--- src/rtl/cwkd_pkg.sv ---
package cwkd_pkg;

  localparam int TIME_W = 63;
  localparam int DLY_W  = 21;  // largest delay 1165 ms in us
  localparam int TAIL_W = 26;  // 65535 ms in us
  localparam int DT_W   = 27;  // delay plus tail, in us

  localparam logic [TIME_W-1:0] TIME_MAX = {TIME_W{1'b1}};

  localparam logic [1:0] REQ_BYTE  = 2'd0;
  localparam logic [1:0] REQ_TICK  = 2'd1;
  localparam logic [1:0] REQ_CLEAR = 2'd2;

  // frame class, top two bits of the command byte
  localparam logic [1:0] CLS_NONE  = 2'd0;
  localparam logic [1:0] CLS_LEN8  = 2'd1;
  localparam logic [1:0] CLS_LEN16 = 2'd2;
  localparam logic [1:0] CLS_RSVD  = 2'd3;

  localparam logic [7:0] REG_MORSE_COMMAND = 8'd0;
  localparam logic [7:0] REG_PTT_TAIL_MS   = 8'd1;

  localparam int MS_TO_US = 1000;

  typedef struct packed {
    logic [1:0]        req_type;
    logic [7:0]        rx_byte;
    logic [TIME_W-1:0] now_us;
    logic [DLY_W-1:0]  delay_us;
    logic [DT_W-1:0]   step_tail_us;  // delay_us + tail
    logic [TIME_W-1:0] now_tail_us;   // saturated now_us + tail
  } cwkd_item_t;

  // piecewise delay code to microseconds
  function automatic logic [DLY_W-1:0] delay_us(input logic [6:0] code);
    logic [10:0] ms;
    if (code[6]) begin
      ms = 11'd157 + {1'b0, code[5:0], 4'b0000};
    end else if (code[5]) begin
      ms = 11'd32 + {4'b0000, code[4:0], 2'b00};
    end else begin
      ms = {6'b000000, code[4:0]};
    end
    return DLY_W'(32'(ms) * 32'(MS_TO_US));
  endfunction

endpackage

--- src/rtl/cwkd_in_stage.sv ---
module cwkd_in_stage (
  input  logic                         clk,
  input  logic                         rst_n,
  input  logic                         in_valid,
  output logic                         in_ready,
  input  logic [1:0]                   in_req_type,
  input  logic [7:0]                   in_rx_byte,
  input  logic [cwkd_pkg::TIME_W-1:0]  in_now_us,
  input  logic [cwkd_pkg::TAIL_W-1:0]  tail_us,
  output logic                         item_valid,
  input  logic                         item_ready,
  output cwkd_pkg::cwkd_item_t         item
);

  logic                        valid_r;
  logic                        valid_nxt;
  cwkd_pkg::cwkd_item_t        item_r;
  cwkd_pkg::cwkd_item_t        item_nxt;
  logic [cwkd_pkg::DLY_W-1:0]  dly;
  logic [cwkd_pkg::TIME_W:0]   now_sum;
  logic                        take;

  assign in_ready = !valid_r || item_ready;
  assign take     = in_valid && in_ready;

  always_comb begin
    dly     = cwkd_pkg::delay_us(in_rx_byte[6:0]);
    now_sum = {1'b0, in_now_us} + (cwkd_pkg::TIME_W + 1)'(tail_us);
    item_nxt.req_type     = in_req_type;
    item_nxt.rx_byte      = in_rx_byte;
    item_nxt.now_us       = in_now_us;
    item_nxt.delay_us     = dly;
    item_nxt.step_tail_us = cwkd_pkg::DT_W'(dly) + cwkd_pkg::DT_W'(tail_us);
    item_nxt.now_tail_us  = now_sum[cwkd_pkg::TIME_W] ? cwkd_pkg::TIME_MAX
                                                      : now_sum[cwkd_pkg::TIME_W-1:0];
    valid_nxt = take || (valid_r && !item_ready);
  end

  always_ff @(posedge clk) begin
    if (!rst_n) begin
      valid_r <= 1'b0;
    end else begin
      valid_r <= valid_nxt;
    end
  end

  always_ff @(posedge clk) begin
    if (take) begin
      item_r <= item_nxt;
    end
  end

  assign item_valid = valid_r;
  assign item       = item_r;

endmodule

--- src/rtl/cwkd_core.sv ---
module cwkd_core (
  input  logic                         clk,
  input  logic                         rst_n,
  input  logic [7:0]                   morse_command,
  input  logic                         item_valid,
  output logic                         item_ready,
  input  cwkd_pkg::cwkd_item_t         item,
  output logic                         out_valid,
  input  logic                         out_ready,
  output logic                         out_key_event_valid,
  output logic                         out_key_press,
  output logic [cwkd_pkg::TIME_W-1:0]  out_key_time_us,
  output logic                         out_ptt_on,
  output logic                         out_parser_stuck
);

  localparam logic [1:0] PH_CMD     = 2'd0;
  localparam logic [1:0] PH_LEN_LO  = 2'd1;
  localparam logic [1:0] PH_LEN_HI  = 2'd2;
  localparam logic [1:0] PH_PAYLOAD = 2'd3;

  logic [1:0]                  phase_r, phase_nxt;
  logic [7:0]                  cmd_r, cmd_nxt;
  logic [15:0]                 remain_r, remain_nxt;
  logic                        stuck_r, stuck_nxt;
  logic [cwkd_pkg::TIME_W-1:0] last_r, last_nxt;
  logic                        set_r, set_nxt;
  logic                        ptt_r, ptt_nxt;
  logic [cwkd_pkg::TIME_W-1:0] deadline_r, deadline_nxt;

  logic                        out_valid_r;
  logic                        ev_r, down_r, ptt_out_r, stuck_out_r;
  logic [cwkd_pkg::TIME_W-1:0] time_r;

  logic                        ev, down;
  logic [cwkd_pkg::TIME_W-1:0] ev_time, t_new, dl_new;
  logic [cwkd_pkg::TIME_W:0]   step_sum, dl_sum;
  logic                        fire;

  assign item_ready = !out_valid_r || out_ready;
  assign fire       = item_valid && item_ready;

  always_comb begin
    step_sum = {1'b0, last_r} + (cwkd_pkg::TIME_W + 1)'(item.delay_us);
    dl_sum   = {1'b0, last_r} + (cwkd_pkg::TIME_W + 1)'(item.step_tail_us);
    if (!set_r) begin
      t_new  = item.now_us;
      dl_new = item.now_tail_us;
    end else begin
      t_new  = step_sum[cwkd_pkg::TIME_W] ? cwkd_pkg::TIME_MAX
                                          : step_sum[cwkd_pkg::TIME_W-1:0];
      dl_new = dl_sum[cwkd_pkg::TIME_W] ? cwkd_pkg::TIME_MAX
                                        : dl_sum[cwkd_pkg::TIME_W-1:0];
    end

    phase_nxt    = phase_r;
    cmd_nxt      = cmd_r;
    remain_nxt   = remain_r;
    stuck_nxt    = stuck_r;
    last_nxt     = last_r;
    set_nxt      = set_r;
    ptt_nxt      = ptt_r;
    deadline_nxt = deadline_r;
    ev           = 1'b0;
    down         = 1'b0;
    ev_time      = '0;

    if (fire) begin
      case (item.req_type)
        cwkd_pkg::REQ_BYTE: begin
          if (!stuck_r) begin
            case (phase_r)
              PH_CMD: begin
                cmd_nxt = item.rx_byte;
                if (item.rx_byte[7:6] == cwkd_pkg::CLS_RSVD) begin
                  stuck_nxt = 1'b1;
                end else if (item.rx_byte[7:6] != cwkd_pkg::CLS_NONE) begin
                  phase_nxt = PH_LEN_LO;
                end
              end
              PH_LEN_LO: begin
                remain_nxt = {8'd0, item.rx_byte};
                if (cmd_r[7:6] == cwkd_pkg::CLS_LEN16) begin
                  phase_nxt = PH_LEN_HI;
                end else begin
                  phase_nxt = (item.rx_byte != 8'd0) ? PH_PAYLOAD : PH_CMD;
                end
              end
              PH_LEN_HI: begin
                remain_nxt = {item.rx_byte, remain_r[7:0]};
                phase_nxt  = (remain_nxt != 16'd0) ? PH_PAYLOAD : PH_CMD;
              end
              default: begin
                if (cmd_r == morse_command) begin
                  ev       = 1'b1;
                  down     = item.rx_byte[7];
                  last_nxt = t_new;
                  set_nxt  = 1'b1;
                  ev_time  = t_new;
                  if (item.rx_byte[7]) begin
                    ptt_nxt      = 1'b1;
                    deadline_nxt = dl_new;
                  end
                end
                remain_nxt = remain_r - 16'd1;
                if (remain_r == 16'd1) begin
                  phase_nxt = PH_CMD;
                end
              end
            endcase
          end
        end
        cwkd_pkg::REQ_TICK: begin
          if (ptt_r && (item.now_us >= deadline_r)) begin
            ptt_nxt = 1'b0;
          end
        end
        cwkd_pkg::REQ_CLEAR: begin
          phase_nxt  = PH_CMD;
          cmd_nxt    = 8'd0;
          remain_nxt = 16'd0;
          stuck_nxt  = 1'b0;
          last_nxt   = '0;
          set_nxt    = 1'b0;
          ptt_nxt    = 1'b0;
        end
        default: begin
        end
      endcase
    end
  end

  always_ff @(posedge clk) begin
    if (!rst_n) begin
      phase_r     <= PH_CMD;
      cmd_r       <= 8'd0;
      remain_r    <= 16'd0;
      stuck_r     <= 1'b0;
      last_r      <= '0;
      set_r       <= 1'b0;
      ptt_r       <= 1'b0;
      deadline_r  <= '0;
      out_valid_r <= 1'b0;
    end else begin
      phase_r     <= phase_nxt;
      cmd_r       <= cmd_nxt;
      remain_r    <= remain_nxt;
      stuck_r     <= stuck_nxt;
      last_r      <= last_nxt;
      set_r       <= set_nxt;
      ptt_r       <= ptt_nxt;
      deadline_r  <= deadline_nxt;
      out_valid_r <= fire || (out_valid_r && !out_ready);
    end
  end

  always_ff @(posedge clk) begin
    if (fire) begin
      ev_r        <= ev;
      down_r      <= down;
      time_r      <= ev_time;
      ptt_out_r   <= ptt_nxt;
      stuck_out_r <= stuck_nxt;
    end
  end

  assign out_valid           = out_valid_r;
  assign out_key_event_valid = ev_r;
  assign out_key_press       = down_r;
  assign out_key_time_us     = time_r;
  assign out_ptt_on          = ptt_out_r;
  assign out_parser_stuck    = stuck_out_r;

  // once stuck, only a disconnect frees the parser
  a_stuck_holds: assert property (@(posedge clk) disable iff (!rst_n)
    stuck_r && !(fire && item.req_type == cwkd_pkg::REQ_CLEAR) |=> stuck_r)
    else $error("parser left stuck state without disconnect");

  a_clear: assert property (@(posedge clk) disable iff (!rst_n)
    fire && item.req_type == cwkd_pkg::REQ_CLEAR |=>
      !ptt_r && !stuck_r && !set_r && phase_r == PH_CMD)
    else $error("disconnect did not clear link state");

  a_no_event_when_stuck: assert property (@(posedge clk) disable iff (!rst_n)
    out_valid_r && ev_r |-> !stuck_out_r)
    else $error("key event reported with parser stuck");

  a_state_idle: assert property (@(posedge clk) disable iff (!rst_n)
    !fire |=> $stable(phase_r) && $stable(ptt_r) && $stable(last_r))
    else $error("state moved without an item");

endmodule

--- src/rtl/cw_frame_key_event_decoder_top.sv ---
// Morse keying frame decoder with push-to-talk tail timer.
//
// Input channel (in_*): one beat per received stream byte, time tick or
// disconnect, selected by in_req_type; request code 3 changes nothing.
// Output channel (out_*): exactly one result beat per input beat, in order,
// carrying any key event and the PTT and parser-stuck flags after the item.
// Configuration (cfg_*): index 0 is the morse command byte, index 1 the PTT
// tail in ms; write only while no item is in flight. cfg_ready is always high.
//
// Two register stages: an input register that also forms the delay and tail
// sums, then the state update and the result register. An accepted input
// waits in the input register, then its result waits in the result register
// under out_valid. One item per cycle is sustained while out_ready stays
// high; the state update loops back through the state registers, so each
// item sees the state its predecessor left. A stalled receiver holds the
// result register, then the input register, and in_ready drops only when
// both are full. Reset (rst_n low, synchronous) clears parser, times, PTT
// and the valid flags of both registers; in_ready is high once it ends.
module cw_frame_key_event_decoder_top (
  input  logic        clk,
  input  logic        rst_n,
  input  logic        in_valid,
  output logic        in_ready,
  input  logic [1:0]  in_req_type,
  input  logic [7:0]  in_rx_byte,
  input  logic [62:0] in_now_us,
  output logic        out_valid,
  input  logic        out_ready,
  output logic        out_key_event_valid,
  output logic        out_key_press,
  output logic [62:0] out_key_time_us,
  output logic        out_ptt_on,
  output logic        out_parser_stuck,
  input  logic        cfg_valid,
  output logic        cfg_ready,
  input  logic [7:0]  cfg_index,
  input  logic [15:0] cfg_data
);

  logic [7:0]                  morse_cmd_r;
  logic [cwkd_pkg::TAIL_W-1:0] tail_us_r;
  logic                        item_valid;
  logic                        item_ready;
  cwkd_pkg::cwkd_item_t        item;
  logic                        cfg_wr;

  assign cfg_ready = 1'b1;
  assign cfg_wr    = cfg_valid && cfg_ready;

  // tail kept in microseconds
  always_ff @(posedge clk) begin
    if (!rst_n) begin
      morse_cmd_r <= 8'd0;
      tail_us_r   <= '0;
    end else if (cfg_wr) begin
      if (cfg_index == cwkd_pkg::REG_MORSE_COMMAND) begin
        morse_cmd_r <= cfg_data[7:0];
      end else if (cfg_index == cwkd_pkg::REG_PTT_TAIL_MS) begin
        tail_us_r <= cwkd_pkg::TAIL_W'(32'(cfg_data) * 32'(cwkd_pkg::MS_TO_US));
      end
    end
  end

  cwkd_in_stage u_in (
    .clk         (clk),
    .rst_n       (rst_n),
    .in_valid    (in_valid),
    .in_ready    (in_ready),
    .in_req_type (in_req_type),
    .in_rx_byte  (in_rx_byte),
    .in_now_us   (in_now_us),
    .tail_us     (tail_us_r),
    .item_valid  (item_valid),
    .item_ready  (item_ready),
    .item        (item)
  );

  cwkd_core u_core (
    .clk                 (clk),
    .rst_n               (rst_n),
    .morse_command       (morse_cmd_r),
    .item_valid          (item_valid),
    .item_ready          (item_ready),
    .item                (item),
    .out_valid           (out_valid),
    .out_ready           (out_ready),
    .out_key_event_valid (out_key_event_valid),
    .out_key_press       (out_key_press),
    .out_key_time_us     (out_key_time_us),
    .out_ptt_on          (out_ptt_on),
    .out_parser_stuck    (out_parser_stuck)
  );

endmodule

--- config.mk ---
export PLATFORM = sky130hd
export DESIGN_NAME = cw_frame_key_event_decoder_top
export DESIGN_NICKNAME = d
export VERILOG_FILES = /design/src/rtl/cwkd_pkg.sv /design/src/rtl/cwkd_in_stage.sv /design/src/rtl/cwkd_core.sv /design/src/rtl/cw_frame_key_event_decoder_top.sv
export SDC_FILE = /design/constraint.sdc
export NUM_CORES = 1
export LEC_CHECK = 0
export ABC_AREA = 1
export BUFFER_PORTS_ARGS = -buffer_cell sky130_fd_sc_hd__buf_2
export CELL_PAD_IN_SITES_DETAIL_PLACEMENT = 0
export CELL_PAD_IN_SITES_GLOBAL_PLACEMENT = 2
export CORE_MARGIN = 2
export CORE_UTILIZATION = 35
export CTS_BUF_LIST = sky130_fd_sc_hd__clkbuf_2 sky130_fd_sc_hd__clkbuf_4 sky130_fd_sc_hd__clkbuf_8
export DETAILED_ROUTE_END_ITERATION = 7
export GPL_TIMING_DRIVEN = 0
export MAX_ROUTING_LAYER = met4
export PLACE_DENSITY_LB_ADDON = 0.1
export SETUP_SLACK_MARGIN = 0.15
export SYNTH_ARGS = -nofsm -noshare
export SYNTH_HDL_FRONTEND = slang
export SYNTH_SLANG_ARGS = --single-unit
--- constraint.sdc ---
create_clock -name clk -period 12.11 [get_ports clk]
set_input_delay 2.422 -clock clk [delete_from_list [all_inputs] [get_ports clk]]
set_output_delay 2.422 -clock clk [all_outputs]
set_load 0.02 [all_outputs]
==> results.py, run 1 <==
metrics = {
    "run_status": {
        "status": "finished clean",
    },
    "final_layout": {
        "final_nets": 5165,
        "postLayoutCoreUtil": 0.399,
        "area_growth_pct": 12.9,
        "drive_above_1_share": 0.106,
        "fin_area_sq_um": 37300,
        "fillCellCount": 10000,
    },
    "synthesis": {
        "ys.flop_type": "edfxtp_1",
        "ys_seq_elements": 433,
        "synth_edf_count": 245,
        "syn-mean-instance-area_sq_um": 7.41,
        "async_reset_ff_frac": 0,
        "synth_cell_types": 56,
        "synth_nets": 4906,
        "synth_area_sq_um": 33000,
        "syn_inst": 4461,
        "yosysSeqAreaShare": 0.337,
        "yosys_warnings": 0,
    },
    "clocking": {
        "clockBufferDepth": 3,
        "clk_latency_ps": 730,
        "cts-resized-gates": 0,
        "clk_pin_slew_ps": 60,
        "numCtsBuffers": 85,
        "ctsHoldBuffers": 0,
        "cts.htree.levels": 3,
        "cts_setup_buffers": 0,
        "cts_root_buffer": "clkbuf_8",
        "cts_tree": "built",
        "cts_sinks": 433,
    },
    "timing": {
        "whs_ps": 465,
        "fin_crit_ps": 9020,
        "grt_setup_unrepaired": "false",
        "skew_ps": 42.9,
        "fmax_mhz": 111,
        "fin_crit_sh": 0.745,
        "relSlewSlack": 0.222,
        "finalHoldViolations": 0,
        "finalSetupTns_ps": 0,
        "tightestPinTransition_ps": 1170,
        "slew_viol_final": 0,
        "finalSetupViolCount": 0,
    },
    "placement": {
        "hpwlAfterDp_microns": 112000,
        "finalWeightedCongestion": 0.964,
        "place_area_sq_um": 35500,
        "io_buffer_count": 170,
    },
    "setup_path": {
        "cp_max_fo": 8,
        "r2r_end": "u_core.last_r[31]$_SDFFE_PN0P_",
        "path_common_cell": "inv_1",
        "reg2reg_slack_ps": 8060,
        "r2r-start": "u_core.last_r[3]$_SDFFE_PN0P_",
        "reg2regPathDepth": 12,
        "crit_arrival_ps": 9490,
        "start_kind": "input port",
        "critical_path_class": "in -> reg",
        "crit_family": "adder cells",
        "cp-end-kind": "register",
        "cpPeakStageDelay_ps": 830,
        "critical_path_buf_inv_count": 8,
        "cp.required_ps": 12580,
        "worst_path_max_delay_cell": "nor2_1",
    },
    "global_routing": {
        "antenna_found_initial": 14,
        "grt_pass1_vias": 29400,
        "grt_usage": 0.281,
        "grt_first_pass_wirelength_microns": 194000,
        "gr-total-overflow": 0,
        "grt_start_max_net_pins": 113,
    },
    "detailed_routing": {
        "drt.antenna.violating_nets": 0,
        "drc": 0,
        "drt_first_pass_iters": 6,
        "viasPerCell": 4.99,
        "drt_iter0_drc": 1917,
        "num_vias": 30200,
        "totalWireLength_microns": 134000,
        "routedWlPerCell_microns": 22.1,
    },
    "floorplanning": {
        "core_sq_um": 93500,
        "die_h_microns": 311,
        "die_area_sq_um": 96900,
        "rows": 112,
        "initial_core_util": 0.354,
        "die_w_microns": 311,
        "ios": 172,
    },
    "pwr": {
        "total_leakage_power_nw": 16.7,
        "pwr_density_cell_nw_per_um2": 154,
        "ir_worst_vdd_uv": 109,
        "total_power_mw": 5.75,
    },
    "min_path": {
        "holdPathStages": 2,
        "hold_end": "u_core.out_valid$_SDFF_PN0_",
        "min-delay-start": "u_in.item_valid$_SDFF_PN0_",
        "hold_path.class": "reg -> reg",
    },
    "job": {
        "maxCapViolCount": 0,
    },
}
==> metal layers <==
metal	track usage	routed length, microns	up-vias
met2	0.456	62300	716
met5	-	0	-
met4	0.0895	4310	0
met3	0.0319	5950	187
met1	0.365	61300	14200
li1	-	-	15200
==> registers in the layout, indices dropped and copies added (netlist names), 2 cells and up <==
register and flops:
u_core.phase_r 2, u_core.deadline_r 63, u_in.item 178, morse_cmd_r 8, u_core.cmd_r 8, u_core.remain_r 16
u_core.out_key_time_us 63, u_core.last_r 63, tail_us_r 23
==> placed cells by master (no fill, tap or decap), types with 19 or more instances in the layout <==
cell / count
dfxtp_1: 188
nand3_2: 33
xnor2_1: 48
nor2_1: 421
fa_1: 92
edfxtp_1: 245
nor3_1: 68
clkbuf_4: 22
a21oi_1: 302
ha_1: 251
nand2_1: 1142
clkinv_1: 24
o22ai_1: 25
nor4_1: 21
xor2_1: 75
clkbuf_1: 72
o21bai_1: 19
clkbuf_8: 93
or2_2: 75
buf_2: 188
nand4_1: 68
inv_1: 622
nand3_1: 297
o21ai_0: 193
==> metrics by stage <==
stage / instances / setup slack (ps)
floorplan: 4461 / 4030
global placement: 5885 / 2310
detailed placement: 5887 / 2270
CTS: 6045 / 3040
global route: 6059 / 2420
finish: 6059 / 3090
==> worst max path at each step <==
stage	startpoint	endpoint	slack (ps)	cells past startpoint
final	in_rx_byte[5]	u_in.item[85]$_DFFE_PP_	3090	30
after global routing	in_rx_byte[5]	u_in.item[85]$_DFFE_PP_	2420	30
after CTS	in_rx_byte[5]	u_in.item[85]$_DFFE_PP_	3040	30
after detailed placement	in_rx_byte[5]	u_in.item[85]$_DFFE_PP_	2270	30
after global placement	in_rx_byte[5]	u_in.item[85]$_DFFE_PP_	2310	30
after floorplan	in_rx_byte[5]	u_in.item[87]$_DFFE_PP_	4030	28
==> where the power goes <==
group	switching (mW)	leakage, nW	internal (mW)
Combinational	1.54	11.8	0.802
Clock	0.713	0.920	0.846
Sequential	0.124	3.94	1.73
==> worst register-to-register path, cell delays in order, from the launching register on <==
cell     delay [ps]
dfxtp_1         500
ha_1            380
inv_1            90
fa_1            440
inv_1           150
nand2_1          80
a21oi_1         340
nand3_1         150
nand3_2         330
a21oi_1         130
o21ai_0         900
nand2_1         300
a21oi_1         200
==> cell usage after synthesis, types with 75 or more instances <==
library cell  instances  area share
nand2_1            1142        0.13
inv_1               624       0.071
nor2_1              421       0.048
a21oi_1             302       0.046
nand3_1             297       0.045
ha_1                251       0.095
edfxtp_1            245        0.22
o21ai_0             193       0.029
dfxtp_1             188        0.11
fa_1                 92       0.056
or2_2                75       0.014
xor2_1               75       0.020
==> logic make-up (layout without fill, tap and decap cells) <==
family                   after synthesis  after routing  synth area share
other                                  1             15          0.000113
adder cells (fa/ha/maj)              343            343             0.151
AND/OR/NAND/NOR                     2189           2189             0.288
XOR/XNOR                             123            123            0.0326
AO/OA/AOI/OAI                        629            629             0.105
flip-flops                           433            433             0.337
buffers and inverters                743           1073            0.0868
==> cell type report <==
class	count	area [sq um]	share of cell area
antenna	14	35.0	0.000939
buffer	103	463	0.0124
clock buffer	115	1450	0.0387
clock inverter	43	310	0.00831
inverter	640	2410	0.0647
multi-input combinational	3285	19100	0.511
sequential	433	11100	0.298
tap	1254	1570	0.0420
timing repair buffer	172	906	0.0243
Note: power is estimated with default switching activity, not from simulation.
==> run 2: changes to the inputs <==
==> constraint.sdc (replaced) <==
create_clock -name clk -period 8.91 [get_ports clk]
set_input_delay 1.782 -clock clk [delete_from_list [all_inputs] [get_ports clk]]
set_output_delay 1.782 -clock clk [all_outputs]
set_load 0.02 [all_outputs]
==> results.py, run 2 (synthesized netlist as in run 1, its figures left out) <==
metrics = {
    "timing": {
        "finalSetupTns_ps": 0,
        "finalSetupViolCount": 0,
        "grt_setup_unrepaired": "false",
        "finalHoldViolations": 0,
        "slew_viol_final": 0,
        "fin_crit_sh": 0.921,
        "skew_ps": 46.6,
        "fmax_mhz": 122,
        "relSlewSlack": 0.222,
        "tightestPinTransition_ps": 1170,
        "fin_crit_ps": 8210,
        "whs_ps": 465,
    },
    "clocking": {
        "clk_latency_ps": 740,
        "clockBufferDepth": 3,
        "cts_tree": "built",
        "numCtsBuffers": 85,
        "cts_root_buffer": "clkbuf_8",
        "cts_sinks": 433,
        "ctsHoldBuffers": 0,
        "cts.htree.levels": 3,
        "clk_pin_slew_ps": 60,
    },
    "global_routing": {
        "grt_usage": 0.281,
        "antenna_found_initial": 14,
        "grt_pass1_vias": 29400,
        "grt_first_pass_wirelength_microns": 194000,
        "gr-total-overflow": 0,
        "grt_start_max_net_pins": 113,
    },
    "placement": {
        "finalWeightedCongestion": 0.964,
        "io_buffer_count": 170,
        "hpwlAfterDp_microns": 112000,
        "dp.cells": 5887,
    },
    "final_layout": {
        "drive_above_1_share": 0.106,
        "multiInputGateArea_sq_um": 19100,
        "largest_reg_flops": 178,
        "seqCellArea_sq_um": 11100,
        "most-common-layout-cells": "nand2_1 (1142), inv_1 (622), nor2_1 (420)",
        "final_nets": 5165,
        "fillCellCount": 10000,
        "instances_no_fill": 6059,
        "final_common_cell": "nand2_1",
        "area_growth_pct": 12.9,
    },
    "pwr": {
        "total_leakage_power_nw": 16.7,
        "pwr_density_cell_nw_per_um2": 209,
        "ir_worst_vdd_uv": 148,
    },
    "detailed_routing": {
        "totalWireLength_microns": 134000,
        "drt.antenna.violating_nets": 0,
        "drt_iter0_drc": 1924,
        "viasPerCell": 5.00,
        "drt_first_pass_iters": 6,
        "drc": 0,
        "num_vias": 30300,
        "routedWlPerCell_microns": 22.1,
    },
    "setup_path": {
        "reg2regPathDepth": 12,
        "r2r-start": "u_core.last_r[3]$_SDFFE_PN0P_",
        "critPathLaunch": "in_rx_byte[5]",
        "cp.required_ps": 9380,
        "crit_arrival_ps": 8670,
        "cpPeakStageDelay_ps": 570,
        "crit_family": "adder cells",
        "cp_max_fo": 8,
        "critical_path_class": "in -> reg",
        "cp-end-kind": "register",
        "worst_path_max_delay_cell": "fa_1",
        "critical_path_buf_inv_count": 6,
        "start_kind": "input port",
        "cp.depth": 28,
    },
    "min_path": {
        "hold_path.class": "reg -> reg",
        "holdPathStages": 2,
        "min-delay-start": "u_in.item_valid$_SDFF_PN0_",
    },
    "floorplanning": {
        "ios": 172,
        "initial_core_util": 0.354,
        "rows": 112,
        "die_w_microns": 311,
        "die_h_microns": 311,
        "core_sq_um": 93500,
        "die_area_sq_um": 96900,
    },
    "job": {
        "maxCapViolCount": 0,
    },
    "run_status": {
        "status": "finished clean",
    },
}
==> run 2: cell types whose count changed in the layout (fill, tap and decap cells not counted) <==
cell / delta
nor2_1: -1
nor2_2: +1
==> run 2: worst reg2reg max path, delay by kind of cell, from the launching register on <==
| family | cells | cell delay [ps] |
|---|---|---|
| adders and majority gates | 2 | 820 |
| and+or+nand+nor | 4 | 860 |
| buffers and inverters | 2 | 240 |
| DFF | 1 | 500 |
| AOI/OAI and AO/OA | 4 | 1570 |
==> run 2: worst paths after layout <==
check | to | slack, ps
worst min-delay path | u_core.out_valid$_SDFF_PN0_ | 460
worst max-delay path | u_in.item[85]$_DFFE_PP_ | 700
worst max register to register | u_core.last_r[31]$_SDFFE_PN0P_ | 4860
worst min register to register | u_core.out_valid$_SDFF_PN0_ | 460
==> run 2: report_power, final <==
part | switching [mW] | internal, mW | total (mW) | leakage [nW]
combinational | 2.09 | 1.09 | 3.18 | 11.8
clock | 0.970 | 1.15 | 2.12 | 0.920
sequential | 0.168 | 2.34 | 2.51 | 3.94
==> run 2: final cells by class <==
cell class                      instances  share of cell area
Multi-Input combinational cell       3285               0.511
Sequential cell                       433               0.298
Inverter                              640              0.0647
Tap cell                             1254              0.0420
Clock buffer                          115              0.0387
Timing Repair Buffer                  172              0.0243
Buffer                                103              0.0124
Clock inverter                         43             0.00831
Antenna cell                           14            0.000939
==> run 2: repair_timing <==
action | CTS | global route
buffers inserted | 0 | 0
setup endpoints to repair | 0 | 5
endpoints found under the hold margin | 0 | 0
resized for setup | 0 | 1
==> run 2: metal layers <==
| metal | vias up | wire length [microns] | track usage |
|---|---|---|---|
| li1 | 15200 | - | - |
| met3 | 184 | 6090 | 0.0319 |
| met1 | 14200 | 61100 | 0.365 |
| met4 | 0 | 4260 | 0.0895 |
| met2 | 735 | 62400 | 0.456 |
| met5 | - | 0 | - |
==> run 2: stage by stage <==
stage	cell area, sq um	setup slack (ps)	util	power, mW
2_1_floorplan	33000	1470	-	4.70
3_3_place_gp	35500	-250	0.379	5.74
3_5_place_dp	35500	-290	0.380	5.73
4_1_cts	37300	483	0.399	7.89
5_1_grt	37300	201	0.399	8.40
6_report	37300	703	0.399	7.81
